`config.mk`:
```
export PLATFORM = sky130hd
export DESIGN_NAME = midi_track_event_parser
export DESIGN_NICKNAME = d
export VERILOG_FILES = /design/src/design/mtep_pkg.sv /design/src/design/mtep_core.sv /design/src/design/midi_track_event_parser.sv
export SDC_FILE = /design/constraint.sdc
export NUM_CORES = 1
export LEC_CHECK = 0
export CELL_PAD_IN_SITES_DETAIL_PLACEMENT = 1
export CELL_PAD_IN_SITES_GLOBAL_PLACEMENT = 1
export CORE_UTILIZATION = 50
export CTS_BUF_LIST = sky130_fd_sc_hd__clkbuf_2
export CTS_CLUSTER_SIZE = 12
export DETAILED_ROUTE_END_ITERATION = 8
export DONT_BUFFER_PORTS = 1
export PLACE_DENSITY_LB_ADDON = 0.1
export SLEW_MARGIN = 40
export SYNTH_ARGS = -nofsm -noshare
export SYNTH_HDL_FRONTEND = slang
export SYNTH_SLANG_ARGS = --single-unit
```
`constraint.sdc`:
```
create_clock -name i_clk -period 14.86 [get_ports i_clk]
set_clock_uncertainty 0.2 [all_clocks]
set_input_delay 0 -clock i_clk [delete_from_list [all_inputs] [get_ports i_clk]]
set_output_delay 0 -clock i_clk [all_outputs]
set_load 0.02 [all_outputs]
```
`src/design/mtep_pkg.sv`:
```
package mtep_pkg;

    localparam int TICK_BITS_DEF = 32;

    localparam int IN_DATA_W  = 8;
    localparam int IN_USER_W  = 1;
    localparam int OUT_DATA_W = 72;
    localparam int OUT_USER_W = 4;

    localparam logic [3:0] KIND_TEMPO = 4'd7;
    localparam logic [3:0] KIND_END   = 4'd8;
    localparam logic [3:0] KIND_ERROR = 4'd9;

    typedef struct packed {
        logic [3:0]  kind;
        logic [3:0]  channel;
        logic [6:0]  first_value;
        logic [23:0] second_value;
        logic [31:0] tick;
    } t_event;

endpackage

```
`src/design/mtep_core.sv`:
```
module mtep_core #(
    parameter int TICK_BITS = mtep_pkg::TICK_BITS_DEF
) (
    input  logic              i_clk,
    input  logic              i_rst_n,
    input  logic              i_valid,
    input  logic [7:0]        i_byte,
    input  logic              i_start,
    output logic              o_evt_valid,
    output mtep_pkg::t_event  o_evt
);

    localparam logic [3:0] PH_DELTA    = 4'd0;
    localparam logic [3:0] PH_STATUS   = 4'd1;
    localparam logic [3:0] PH_DATA1    = 4'd2;
    localparam logic [3:0] PH_DATA2    = 4'd3;
    localparam logic [3:0] PH_SYSLEN   = 4'd4;
    localparam logic [3:0] PH_SKIP     = 4'd5;
    localparam logic [3:0] PH_METATYPE = 4'd6;
    localparam logic [3:0] PH_METALEN  = 4'd7;
    localparam logic [3:0] PH_TEMPO    = 4'd8;

    localparam logic [7:0] META_END   = 8'h2F;
    localparam logic [7:0] META_TEMPO = 8'h51;
    localparam logic [7:0] ST_META    = 8'hFF;
    localparam logic [7:0] ST_SYSEX   = 8'hF0;
    localparam logic [7:0] ST_ESCAPE  = 8'hF7;
    localparam logic [7:0] ST_SYSTEM  = 8'hF0;

    localparam int SUM_W = ((TICK_BITS > 32) ? TICK_BITS : 32) + 1;

    logic [3:0]           r_phase,  n_phase,  c_phase;
    logic [7:0]           r_status, n_status, c_status;
    logic [TICK_BITS-1:0] r_tick,   n_tick,   c_tick;
    logic [31:0]          r_acc,    n_acc,    c_acc;
    logic [31:0]          r_left,   n_left,   c_left;
    logic [6:0]           r_held,   n_held,   c_held;
    logic [7:0]           r_meta,   n_meta,   c_meta;
    logic [23:0]          r_tempo,  n_tempo,  c_tempo;
    logic                 r_halted, n_halted, c_halted;

    logic [31:0]      vlq;
    logic [31:0]      left_dec;
    logic [SUM_W-1:0] tick_ext;
    logic [SUM_W-1:0] tick_sum;
    logic [SUM_W-1:0] tick_top;
    logic             do_chan;
    logic [6:0]       chan_d2;
    logic             evt_valid;
    mtep_pkg::t_event evt;

    function automatic logic meta_known(input logic [7:0] t);
        return (t <= 8'h09) || (t == 8'h20) || (t == 8'h21) || (t == 8'h2F) ||
               (t == 8'h4B) || (t == 8'h51) || (t == 8'h54) || (t == 8'h58) ||
               (t == 8'h59) || (t == 8'h7F);
    endfunction

    always_comb begin
        // a track start wipes the state before the byte is parsed
        c_phase  = i_start ? PH_DELTA : r_phase;
        c_status = i_start ? 8'd0 : r_status;
        c_tick   = i_start ? '0 : r_tick;
        c_acc    = i_start ? 32'd0 : r_acc;
        c_left   = i_start ? 32'd0 : r_left;
        c_held   = i_start ? 7'd0 : r_held;
        c_meta   = i_start ? 8'd0 : r_meta;
        c_tempo  = i_start ? 24'd0 : r_tempo;
        c_halted = i_start ? 1'b0 : r_halted;

        n_phase  = c_phase;
        n_status = c_status;
        n_tick   = c_tick;
        n_acc    = c_acc;
        n_left   = c_left;
        n_held   = c_held;
        n_meta   = c_meta;
        n_tempo  = c_tempo;
        n_halted = c_halted;

        vlq      = {c_acc[24:0], i_byte[6:0]};
        left_dec = (c_left != 32'd0) ? (c_left - 32'd1) : 32'd0;
        tick_ext = SUM_W'(c_tick);
        tick_sum = tick_ext + SUM_W'(vlq);
        tick_top = SUM_W'({TICK_BITS{1'b1}});
        do_chan  = 1'b0;
        chan_d2  = 7'd0;

        evt_valid        = 1'b0;
        evt.kind         = 4'd0;
        evt.channel      = 4'd0;
        evt.first_value  = 7'd0;
        evt.second_value = 24'd0;
        evt.tick         = tick_ext[31:0];

        if (!c_halted) begin
            case (c_phase)
                PH_STATUS: begin
                    if (i_byte[7]) begin
                        if (i_byte < ST_SYSTEM) begin
                            n_status = i_byte;
                            n_phase  = PH_DATA1;
                        end else begin
                            n_status = 8'd0;
                            n_acc    = 32'd0;
                            if (i_byte == ST_META) begin
                                n_phase = PH_METATYPE;
                            end else if (i_byte == ST_SYSEX || i_byte == ST_ESCAPE) begin
                                n_phase = PH_SYSLEN;
                            end else begin
                                n_left  = 32'd1;
                                n_phase = PH_SKIP;
                            end
                        end
                    end else if (c_status == 8'd0) begin
                        n_halted  = 1'b1;
                        evt_valid = 1'b1;
                        evt.kind  = mtep_pkg::KIND_ERROR;
                    end else begin
                        n_held = i_byte[6:0];
                        if (c_status[7:5] == 3'b110) begin
                            do_chan = 1'b1;
                        end else begin
                            n_phase = PH_DATA2;
                        end
                    end
                end
                PH_DATA1: begin
                    n_held = i_byte[6:0];
                    if (c_status[7:5] == 3'b110) begin
                        do_chan = 1'b1;
                    end else begin
                        n_phase = PH_DATA2;
                    end
                end
                PH_DATA2: begin
                    do_chan = 1'b1;
                    chan_d2 = i_byte[6:0];
                end
                PH_SYSLEN: begin
                    n_acc = vlq;
                    if (!i_byte[7]) begin
                        n_left  = vlq;
                        n_phase = (vlq != 32'd0) ? PH_SKIP : PH_DELTA;
                    end
                end
                PH_SKIP: begin
                    n_left = left_dec;
                    if (left_dec == 32'd0) begin
                        n_phase = PH_DELTA;
                    end
                end
                PH_METATYPE: begin
                    n_meta = i_byte;
                    if (!meta_known(i_byte)) begin
                        n_halted  = 1'b1;
                        evt_valid = 1'b1;
                        evt.kind  = mtep_pkg::KIND_ERROR;
                    end else begin
                        n_acc   = 32'd0;
                        n_phase = PH_METALEN;
                    end
                end
                PH_METALEN: begin
                    n_acc = vlq;
                    if (!i_byte[7]) begin
                        if (c_meta == META_END) begin
                            n_halted  = 1'b1;
                            evt_valid = 1'b1;
                            if (vlq != 32'd0) begin
                                evt.kind = mtep_pkg::KIND_ERROR;
                            end else begin
                                n_phase  = PH_DELTA;
                                evt.kind = mtep_pkg::KIND_END;
                            end
                        end else if (c_meta == META_TEMPO) begin
                            if (vlq != 32'd3) begin
                                n_halted  = 1'b1;
                                evt_valid = 1'b1;
                                evt.kind  = mtep_pkg::KIND_ERROR;
                            end else begin
                                n_left  = 32'd3;
                                n_tempo = 24'd0;
                                n_phase = PH_TEMPO;
                            end
                        end else begin
                            n_left  = vlq;
                            n_phase = (vlq != 32'd0) ? PH_SKIP : PH_DELTA;
                        end
                    end
                end
                PH_TEMPO: begin
                    n_tempo = {c_tempo[15:0], i_byte};
                    n_left  = left_dec;
                    if (left_dec == 32'd0) begin
                        n_phase          = PH_DELTA;
                        evt_valid        = 1'b1;
                        evt.kind         = mtep_pkg::KIND_TEMPO;
                        evt.second_value = {c_tempo[15:0], i_byte};
                    end
                end
                default: begin
                    n_acc = vlq;
                    if (!i_byte[7]) begin
                        // clamp the running tick at its top value
                        n_tick  = (tick_sum > tick_top) ? {TICK_BITS{1'b1}}
                                                        : tick_sum[TICK_BITS-1:0];
                        n_acc   = 32'd0;
                        n_phase = PH_STATUS;
                    end
                end
            endcase
        end

        if (do_chan) begin
            n_phase     = PH_DELTA;
            evt_valid   = 1'b1;
            evt.kind    = {1'b0, c_status[6:4]};
            evt.channel = c_status[3:0];
            case (c_status[6:4])
                3'd4, 3'd5: begin
                    evt.first_value = n_held;
                end
                3'd6: begin
                    evt.second_value = {10'd0, chan_d2, n_held};
                end
                default: begin
                    evt.first_value  = n_held;
                    evt.second_value = {17'd0, chan_d2};
                end
            endcase
        end
    end

    always_ff @(posedge i_clk) begin
        if (!i_rst_n) begin
            r_phase  <= PH_DELTA;
            r_status <= 8'd0;
            r_tick   <= '0;
            r_acc    <= 32'd0;
            r_left   <= 32'd0;
            r_held   <= 7'd0;
            r_meta   <= 8'd0;
            r_tempo  <= 24'd0;
            r_halted <= 1'b0;
        end else if (i_valid) begin
            r_phase  <= n_phase;
            r_status <= n_status;
            r_tick   <= n_tick;
            r_acc    <= n_acc;
            r_left   <= n_left;
            r_held   <= n_held;
            r_meta   <= n_meta;
            r_tempo  <= n_tempo;
            r_halted <= n_halted;
        end
    end

    assign o_evt_valid = evt_valid;
    assign o_evt       = evt;

    a_halt_after_stop: assert property (@(posedge i_clk) disable iff (!i_rst_n)
        (i_valid && evt_valid &&
         (evt.kind == mtep_pkg::KIND_END || evt.kind == mtep_pkg::KIND_ERROR))
        |=> r_halted)
        else $error("parser did not halt after end or error");

    a_halted_silent: assert property (@(posedge i_clk) disable iff (!i_rst_n)
        (r_halted && !i_start) |-> !evt_valid)
        else $error("event produced while halted");

    a_start_clears_halt: assert property (@(posedge i_clk) disable iff (!i_rst_n)
        (i_valid && i_start) |=> !r_halted)
        else $error("track start did not clear the halt");

endmodule

```
`src/design/midi_track_event_parser.sv`:
```
// MIDI track event parser.
// Slave side: one track byte per item on s_axis_tdata; s_axis_tuser is set on
// the first byte of a new track and clears the tick count, running status and
// halt before that byte is parsed.
// Master side: one item per recognized event (channel message, tempo, end of
// track or error); tuser carries the event kind, tdata its channel, values and
// absolute tick. Bytes that complete no event give no output item.
// Throughput: one byte per cycle while the skid register is empty. Each byte
// is held in the input register, parsed by combinational logic, and its
// event lands in the output register, from which the master side shows it.
// A stalled receiver is absorbed by a one-entry skid register behind the
// output register; parsing holds while the skid is full, and input stops once
// the input register also holds a byte.
// Reset (synchronous, active low) empties all stages and restarts parsing
// at a delta time with no running status and tick zero.
// After end of track or an error the parser drops bytes until a track start.
module midi_track_event_parser #(
    parameter int TICK_BITS = mtep_pkg::TICK_BITS_DEF
) (
    input  logic                            i_clk,
    input  logic                            i_rst_n,
    input  logic                            s_axis_tvalid,
    output logic                            s_axis_tready,
    input  logic [mtep_pkg::IN_DATA_W-1:0]  s_axis_tdata,  // [7:0] byte_in
    input  logic [mtep_pkg::IN_USER_W-1:0]  s_axis_tuser,  // [0] track_start
    output logic                            m_axis_tvalid,
    input  logic                            m_axis_tready,
    // [3:0] channel, [10:4] first_value, [34:11] second_value,
    // [66:35] event_tick, [71:67] zero
    output logic [mtep_pkg::OUT_DATA_W-1:0] m_axis_tdata,
    output logic [mtep_pkg::OUT_USER_W-1:0] m_axis_tuser   // [3:0] event_kind
);

    logic             r_in_valid, n_in_valid;
    logic [7:0]       r_byte;
    logic             r_start;
    logic             r_out_valid, n_out_valid;
    mtep_pkg::t_event r_out, n_out;
    logic             r_skid_valid, n_skid_valid;
    mtep_pkg::t_event r_skid, n_skid;

    logic             advance;
    logic             core_valid;
    mtep_pkg::t_event core_evt;

    assign advance       = r_in_valid && !r_skid_valid;
    assign s_axis_tready = !r_in_valid || advance;

    mtep_core #(
        .TICK_BITS (TICK_BITS)
    ) u_core (
        .i_clk       (i_clk),
        .i_rst_n     (i_rst_n),
        .i_valid     (advance),
        .i_byte      (r_byte),
        .i_start     (r_start),
        .o_evt_valid (core_valid),
        .o_evt       (core_evt)
    );

    always_comb begin
        n_in_valid   = s_axis_tready ? s_axis_tvalid : r_in_valid;
        n_out_valid  = r_out_valid;
        n_out        = r_out;
        n_skid_valid = r_skid_valid;
        n_skid       = r_skid;
        if (!r_out_valid || m_axis_tready) begin
            if (r_skid_valid) begin
                n_out        = r_skid;
                n_out_valid  = 1'b1;
                n_skid_valid = 1'b0;
            end else begin
                n_out       = core_evt;
                n_out_valid = advance && core_valid;
            end
        end else if (advance && core_valid) begin
            // output stalled: park the new event
            n_skid       = core_evt;
            n_skid_valid = 1'b1;
        end
    end

    always_ff @(posedge i_clk) begin
        if (!i_rst_n) begin
            r_in_valid   <= 1'b0;
            r_out_valid  <= 1'b0;
            r_skid_valid <= 1'b0;
        end else begin
            r_in_valid   <= n_in_valid;
            r_out_valid  <= n_out_valid;
            r_skid_valid <= n_skid_valid;
        end
    end

    always_ff @(posedge i_clk) begin
        if (s_axis_tready) begin
            r_byte  <= s_axis_tdata;
            r_start <= s_axis_tuser[0];
        end
        r_out  <= n_out;
        r_skid <= n_skid;
    end

    assign m_axis_tvalid = r_out_valid;
    assign m_axis_tuser  = r_out.kind;
    assign m_axis_tdata  = {5'd0, r_out.tick, r_out.second_value,
                            r_out.first_value, r_out.channel};

    a_skid_behind_out: assert property (@(posedge i_clk) disable iff (!i_rst_n)
        r_skid_valid |-> r_out_valid)
        else $error("skid holds an event while output is empty");

    a_skid_blocks_parse: assert property (@(posedge i_clk) disable iff (!i_rst_n)
        r_skid_valid |-> !advance)
        else $error("parser advanced with a full skid");

    a_skid_fill_on_stall: assert property (@(posedge i_clk) disable iff (!i_rst_n)
        (r_out_valid && !m_axis_tready && advance && core_valid) |=> r_skid_valid)
        else $error("event lost while output stalled");

endmodule

```
---- Yosys cells after proc, flatten, opt, wreduce, memory -nomap -nowiden ----
Cells that the tools add are included.
W data, S select, Z words.
word-level totals
  flip-flop bits (word level) ............. 302
  input port bits ......................... 13
  word-level logic and storage cells ...... 191
  output and inout port bits .............. 78
cells by class
  $lt $le $gt $ge ......................... 3
  eq/ne operators ......................... 27
  multiplexer cells ....................... 105
  reduce and logical (&&, ||, !) cells .... 28
  add/sub/neg operators ................... 2
  bitwise logic cells ..................... 2
operators by type and width
  cell                     number
  $mux W32                 23
  $pmux W32 S4             2
  $mux W24                 9
  $mux W4                  25
  $pmux W24 S2             2
  $mux W71                 1
  $mux W8                  8
  $reduce_bool A32 Y1      2
  $eq A8 B7 Y1 const B     7
  $mux W7                  7
  $mux W39                 1
  $add A32 B32 Y33         1
  $gt A33 B32 Y1 const B   1
  $eq A8 B6 Y1 const B     4
  $logic_not A32 Y1        1
  $ne A32 B2 Y1 const B    1
  $sub A32 B1 Y32 const B  1
  $pmux W4 S7              1
  $eq A8 B8 Y1 const B     3
  $mux W1                  19
  $eq A4 B3 Y1 const B     4
  $pmux W4 S4              1
  $pmux W7 S2              1
  $eq A3 B3 Y1 const B     4
  other kinds (17)         38

---- Longest topological paths before layout ----
Gate-level depths: netlist (run 1).
  word-level depth ........................ 16
  depth in mapped cells ................... 23
  gate-level depth less buffers ........... 14

---- Modules after synthesis ----
From an unflattened synthesis (run 1), not the netlist that was laid out.
second synthesis, totals
  cells, all modules ...................... 1566
  area, all modules ....................... 15352.2 µm²
modules (own cells, without submodules)
  module                   seq. area each (µm²)  instances  cells each  area each (µm²)
  mtep_core                2662.6                1          1317        9788.1
  midi_track_event_parser  4594.4                1          249         5564.1

---- Worst setup path before layout (run 1) ----
Ideal clock, no wire load.
  path kind ............................... register to register
  start ................................... register r_start
  end ..................................... register r_skid[0] in the netlist's numbering (enable)
  stages on the path, launching flop included .. 17
  arrival ................................. 8.579 ns
  path buffers ............................ 5
  library setup time ...................... 0.606 ns
  path slack .............................. 5.475 ns
  clock period less this slack ............ 9.385 ns
  data required time ...................... 14.054 ns
  cells stage by stage .................... edfxtp_1 > buf_2 > inv_1 > clkbuf_1 > buf_1 > buf_1 > nand2_1 > ha_1 > clkbuf_1 > o21ai_0 > a221oi_1 > o31a_1 > nor4_1 > nand4_1 > o21a_1 > or3_4 > a211oi_1
between the ends
  longest elaborated chain between the ends .. 11
  elaborated cells on any way between the ends .. 38
  classes of those cells .................. add/sub: 1; eq/ne: 10; mux: 22; reduce/logical: 5
RTL lines
  element                                                  RTL line                        text
  start, declared                                          midi_track_event_parser.sv:36   logic r_start;
  start signal, assigned                                   midi_track_event_parser.sv:98   r_start <= s_axis_tuser[0];
  branches (longest 8 deep; another with $sub A32 B1 Y32)  --
  $mux W1 *                                                mtep_core.sv:214                if (do_chan) begin
  $logic_and A1 B1 Y1 *                                    midi_track_event_parser.sv:76   end else if (advance && core_valid) begin
  $reduce_and A2 Y1 (no line) *                            --
  end signal, assigned                                     midi_track_event_parser.sv:101  r_skid <= n_skid;
  end, declared                                            midi_track_event_parser.sv:40   mtep_pkg::t_event r_skid, n_skid;
Every way passes the cells marked *.
A chain may end at the register's enable or synchronous reset.

---- Worst setup path in the final report (run 1) ----
  start ................................... register r_start
  end ..................................... register r_skid[27] in the netlist's numbering (enable)
The elaborated chain is that of the path after synthesis.

==> results.md, run 1 <==
- Synth-to-Final Area Change: 8.93%
- Int Pwr: 0.00115 W
- Die ar.: 32800 µm²
- Initial DRC count: 1075
- Most used cell, CP: buf_4
- CP required: 15.23 ns
- Number of max-cap violations: 0
- YS warnings: 0
- CTS sink count: 287
- Nets: 1756
- Number of flops mapped to enable cells by yosys: 151
- Layout cells sized above 1: 14.2%
- Vias in the first global route: 14189
- Final design utilization: 55.3%
- CP max stage delay: 0.67 ns
- Crit Path Max Fanout: 50
- Register Area: 7260 µm²
- Later-pin clock latency in the skew report: 1.00 ns
- Post-CTS sizing: 0
- TritonRoute pass-1 iters: 8
- Hold Buf Count CTS: 38
- TritonCTS clock tree: built
- CP cell instances: buf_4 -> inv_1 -> buf_4 -> nand2_1 -> ha_1 -> o21ai_0 -> a21oi_1 -> a41oi_1 -> o21ai_0 -> nand4_1 -> o21a_1 -> or3_4 -> a211oi_4 -> buf_4
- Avg WL per Cell: 22.8 µm
- Sw Pwr: 0.000445 W
- Leakage: 6.63 nW
- Starting Density: 50.8%
- Commonest non-fill, non-tap cell in the layout: nand2_1
- GP Congestion: 0.924
- HP Class: in -> reg
- WS Path Type: reg -> reg
- Die Y: 181 µm
- # DRC: 0
- Via count: 13970
- Die width: 181 µm
- Crit path launch type: register
- Post-CTS setup buffers: 0
- Hold Vio Cnt, Final: 0
- Top cell family by delay on the critical path: compound AO/OA/AOI/OAI gates
- Global-route wire length before repair: 79500 µm
- Synth async-reset ratio: 0%
- Worst path arrival time: 6.10 ns
- Slowest cell on crit path: ha_1
- Clock root cell: clkbuf_2
- Post-Route WL: 49900 µm
- FF+latch count, synth: 287
- Multi-input gate area: 8120 µm²
- Pin count of the biggest net entering global routing: 111
- IO Count: 91
- Cell count after synthesis: 1708
- Clock network fraction of design power: 39.3%
- Slew headroom: 44.1%
- # rows: 65
- Bufs and invs on worst path: 4
- Sequential share of power: 53.1%
- H-Tree Depth: 3
- GRT Util Overall: 30.7%
- HPWL after DPL: 32700 µm
- Worst VDD drop: 65.0 µV
- Slew of the pin with the lowest slew margin: 0.837 ns
- Max-slew violation count: 0
- Cell Area, Placed: 16200 µm²
- Worst hold slack: 0.142 ns
- Synthesized cell area: 16000 µm²
- FF-to-FF setup slack: 9.13 ns
- Fill cell total of the finished layout: 3574
- Synth Flop Type: edfxtp_1
- Status: complete, no violations
- Port Buffer Count: 0
- ANT nets after route: 0
- Most frequent cells in the layout: nand2_1 (176), edfxtp_1 (151), dfxtp_1 (134), nor2b_1 (118), clkbuf_2 (116)
- Clock slew at reported path FFs: 0.10 ns
- Total core area: 31600 µm²
- Unrepaired setup endpoints after global routing: no
- Total negative slack: 0 ns
- Crit. End Element: register
- Syn Area/Cell: 9.38 µm²
- Setup violators final: 0
- Synth cell types: 86
- Initial antenna violation count: 1
- Period utilization: 38.5%
- Num CTS Buffers: 78
- Sequential area share after synthesis: 45.3%
- Fin crit period: 5.73 ns
- Gate power share: 7.6%
- Grt total ovfl: 0
- Via density: 6.39
- Power per Cell Area: 91.7 nW/µm²
- Max Root-Sink Buffers: 3
- Net Sw Frac: 27.8%
- Design area: 17500 µm²
- Peak Freq: 0.175 GHz
-- worst register-to-register path, stage by stage, from the launching register on --
cell and delay (ns):
edfxtp_1 0.33, buf_4 0.49, inv_1 0.13, buf_4 0.23, nand2_1 0.12, ha_1 0.67, o21ai_0 0.48, a21oi_1 0.49
a41oi_1 0.17, o21ai_0 0.16, nand4_1 0.19, o21a_1 0.31, or3_4 0.45, a211oi_4 0.24, buf_4 0.57
-- cell type report --
class                      instances  share of cell area, %
antenna                            4                 0.0574
multi-input combinational       1250                   46.6
sequential                       287                   41.6
timing repair buffer              66                   3.63
inverter                          35                  0.753
tap                              402                   2.88
clock inverter                    25                   1.19
clock buffer                     116                   3.33
-- state kept, by name, indices dropped and copies added, names as in the netlist --
name / count
m_axis_tdata: 67
m_axis_tuser: 4
m_axis_tvalid: 1
r_byte: 8
r_in_valid: 1
r_skid: 71
r_skid_valid: 1
r_start: 1
u_core.r_acc: 25
u_core.r_halted: 1
u_core.r_held: 7
u_core.r_left: 32
u_core.r_meta: 8
u_core.r_phase: 4
u_core.r_status: 8
u_core.r_tempo: 16
u_core.r_tick: 32
-- stage by stage --
step / std cells / total power (W) / setup WS, ns
6_report: 2185 / 0.00160 / 9.13
3_5_place_dp: 2001 / 0.000972 / 9.37
3_3_place_gp: 2001 / 0.000968 / 9.57
2_1_floorplan: 1712 / 0.000942 / 5.47
4_1_cts: 2180 / 0.00161 / 9.27
5_1_grt: 2182 / 0.00167 / 8.89
-- cells in the mapped netlist, drive strengths merged, types with 7 or more instances --
master,n,area share (%)
a21boi,19,0.91
xor2,17,0.93
a31oi,13,0.51
nor4,26,1.2
nand2b,12,0.47
mux2,44,3.1
and3,8,0.31
o21a,12,0.56
a221oi,11,0.60
a211oi,8,0.37
or2,11,0.43
or3,12,0.50
nor2b,119,4.6
a22o,31,1.7
nor3b,17,0.80
a21oi,95,3.0
buf,25,0.98
a21o,12,0.56
nor2,102,2.4
o2bb2ai,7,0.42
a222oi,31,1.9
o31a,7,0.38
nand3,33,1.0
nand4,17,0.76
o21ai,112,3.5
xnor2,30,1.6
o211ai,17,0.80
o31ai,17,0.80
nand2,178,4.2
inv,35,0.82
edfxtp,151,28
nor3,40,1.3
ha,24,1.9
clkbuf,115,2.7
and2,23,1.0
a22oi,40,1.9
dfxtp,136,17
-- per-layer routing --
metal | up-vias | routed length [µm] | GRT usage, %
met2 | 423 | 24200 | 51.4
li1 | 6451 | - | -
met4 | 0 | 1560 | 12.4
met5 | - | 0 | 0
met3 | 106 | 2620 | 6.11
met1 | 6990 | 21500 | 38.9
-- power by group through the flow --
| stage | Combinational, W | Clock [W] | Sequential, W |
|---|---|---|---|
| after global routing | 0.000131 | 0.000685 | 0.000850 |
| after floorplan | 0.0000812 | 0 | 0.000861 |
| after CTS | 0.000118 | 0.000644 | 0.000849 |
| after detailed placement | 0.000105 | 0 | 0.000867 |
| after global placement | 0.000102 | 0 | 0.000867 |
| final | 0.000122 | 0.000629 | 0.000849 |
-- worst paths after layout --
| check | start | endpoint | cells past startpoint |
|---|---|---|---|
| setup / recovery | r_start$_DFFE_PP_ | r_skid[27]$_DFFE_PP_ | 14 |
| hold / removal | s_axis_tvalid | r_in_valid$_SDFFE_PN0P_ | 4 |
| setup reg to reg | r_start$_DFFE_PP_ | r_skid[27]$_DFFE_PP_ | 14 |
| hold reg to reg | u_core.r_tick[17]$_SDFFE_PN0P_ | u_core.r_tick[17]$_SDFFE_PN0P_ | 2 |
-- cells by family (layout without fill, tap and decap cells) --
family	Yosys count	after routing	share of synthesized area [%]
buf+inv	175	242	4.50
compound gates	503	503	21.9
flops	287	287	45.3
fa+ha+maj	31	31	2.37
other cells	1	9	0.0234
simple gates	616	616	20.0
mux	48	48	3.34
xor+xnor	47	47	2.57
No activity file was read; power rests on OpenSTA's default activity.
==> run 2, diff against run 1 <==
Settings changed: CORE_UTILIZATION 50 to 47.
Clock period 14.86 ns to 5.09 ns, I/O delays scaled along.
==> run 2 against run 1 <==
  * Register-to-register slack worse by 8.7 ns
  * Count of clock-buffer cells in the layout is 5 higher
  * Clock power grew to 2.9 times the previous value
  * Critical endpoint is now r_skid[48]$_DFFE_PP_
  * Critical path type unchanged
==> results.md, run 2 (synthesis results as in run 1) <==
- Power per Cell Area: 264 nW/µm² (+190%)
- Die width: 187 µm (+3.1%)
- Top cell family by delay on the critical path: simple AND/OR/NAND/NOR gates
- # rows: 67 (+3.1%)
- Clock root cell: clkbuf_2
- Status: complete, no violations
- Die Y: 187 µm (+3.1%)
- Post-Route WL: 50400 µm (+1.1%)
- Worst path arrival time: 5.07 ns (-1.03 ns)
- Final design utilization: 52.6% (-2.7 points)
- HPWL after DPL: 33500 µm (+2.5%)
- Period utilization: 91.2% (+53 points)
- Via count: 13981 (+0.079%)
- Max-slew violation count: 0 (unchanged)
- Crit Path Max Fanout: 41 (-18%)
- Die ar.: 34800 µm² (+6.3%)
- Later-pin clock latency in the skew report: 1.00 ns (about the same)
- Clock slew at reported path FFs: 0.10 ns (about the same)
- Crit path launch type: register
- Bufs and invs on worst path: 2 (-2)
- Nets: 1766 (+0.57%)
- Post-CTS setup buffers: 0 (unchanged)
- Vias in the first global route: 14124 (-0.46%)
- HP Class: in -> reg
- Total design power: 0.00466 W (+190%)
- Hold Vio Cnt, Final: 0 (unchanged)
- Global-route wire length before repair: 79800 µm (+0.41%)
- Avg WL per Cell: 22.5 µm (-1.4%)
- GRT Util Overall: 28.9% (-1.8 points)
- Fin crit period: 4.64 ns (-1.08 ns)
- Layout cells sized above 1: 15.0% (+0.79 points)
- CP cell instances: nor2b_1 -> inv_1 -> ha_4 -> o2111ai_1 -> nor4_2 -> mux2i_1 -> nor4_1 -> nand4_1 -> o21a_1 -> or3_4 -> a211oi_4 -> buf_12
- Reg with most FFs: r_skid
- Worst VDD drop: 171 µV (+160%)
- Slew headroom: 39.6% (-4.4 points)
- Num CTS Buffers: 79 (+1.3%)
- Stages on worst setup path: 12 (-2)
- Crit. End Element: register
- Hold Path Depth: 2 (-2)
- CP required: 5.51 ns (-9.72 ns)
- Number of max-cap violations: 0 (unchanged)
- GP Congestion: 0.917 (-0.74%)
- Peak Freq: 0.215 GHz (+23%)
- IO Count: 91 (unchanged)
- TritonCTS clock tree: built
- Leakage: 6.66 nW (+0.53%)
- Setup violators final: 0 (unchanged)
- Unrepaired setup endpoints after global routing: no
- Post-CTS sizing: 0 (unchanged)
- WS Path Type: reg -> reg
- Total negative slack: 0 ns (unchanged)
- CTS sink count: 287 (unchanged)
- Port Buffer Count: 0 (unchanged)
- Reg2Reg Depth: 12 (-2)
- Synth-to-Final Area Change: 10.1%
- # DRC: 0 (unchanged)
- Initial antenna violation count: 1 (unchanged)
- H-Tree Depth: 3 (unchanged)
- ANT nets after route: 0 (unchanged)
- Hold Buf Count CTS: 35 (-7.9%)
- Max Root-Sink Buffers: 3 (unchanged)
- Starting Density: 47.8% (-3.0 points)
- Number of flip-flops in the largest register: 71 (unchanged)
- TritonRoute pass-1 iters: 6 (-2)
- Via density: 6.24 (-2.4%)
- Slowest cell on crit path: edfxtp_1
- CP max stage delay: 0.61 ns (-0.06 ns)
- Initial DRC count: 1131 (+5.2%)
- Grt total ovfl: 0 (unchanged)
- Commonest non-fill, non-tap cell in the layout: nand2_1
- Pin count of the biggest net entering global routing: 111 (unchanged)
- Slew of the pin with the lowest slew margin: 0.899 ns (+0.0618 ns)
- Total core area: 33500 µm² (+6.3%)
- Most frequent cells in the layout: nand2_1 (176), edfxtp_1 (151), dfxtp_1 (135), clkbuf_2 (121), nor2b_1 (117)
-- run 2: report_power, final --
group          switching [W]  total, W  internal, W
clock                0.00103   0.00182     0.000788
sequential         0.0000406   0.00248      0.00244
combinational       0.000242  0.000366     0.000124
-- run 2: final timing paths --
kind                             startpoint  slack [ns]                              to
max                       r_start$_DFFE_PP_        0.45            r_skid[48]$_DFFE_PP_
min                         s_axis_tdata[3]         0.1             r_byte[3]$_DFFE_PP_
max reg2reg               r_start$_DFFE_PP_        0.45            r_skid[48]$_DFFE_PP_
min reg2reg  u_core.r_tick[27]$_SDFFE_PN0P_        0.26  u_core.r_tick[27]$_SDFFE_PN0P_
-- run 2: layer usage --
metal / vias to the layer above / routed length (µm) / global-route usage, %
met4: 0 / 1820 / 14.0
met2: 396 / 24200 / 47.1
met3: 103 / 2370 / 4.97
li1: 6479 / - / -
met1: 7003 / 22000 / 37.1
met5: - / 0 / 0
-- run 2: final cells by class --
type                    instances  area, µm²
flip-flops and latches        287       7260
clock buffers                 121        606
repair buffers                 75        727
multi-input cells            1250       8160
inverters                      35        134
well taps                     448        561
diodes                          1       2.50
fillers                      3858      15900
clock inverters                24        184
-- run 2: stage by stage --
step | instances | hold slack (ns) | area, µm² | worst slack (ns)
floorplan | 1712 | -0.101 | 16100 | -3.75
global placement | 2060 | -0.101 | 16400 | 0.610
detailed placement | 2060 | -0.101 | 16400 | 0.586
CTS | 2240 | 0.00983 | 17600 | 0.520
global route | 2241 | 0.0690 | 17600 | 0.237
finish | 2241 | 0.0987 | 17600 | 0.447
-- run 2: worst reg2reg max path, cell delays in order (launching register included) --
cell,delay (ns)
edfxtp_1,0.61
nor2b_1,0.18
inv_1,0.13
ha_4,0.31
o2111ai_1,0.26
nor4_2,0.30
mux2i_1,0.12
nor4_1,0.48
nand4_1,0.25
o21a_1,0.31
or3_4,0.47
a211oi_4,0.37
buf_12,0.29
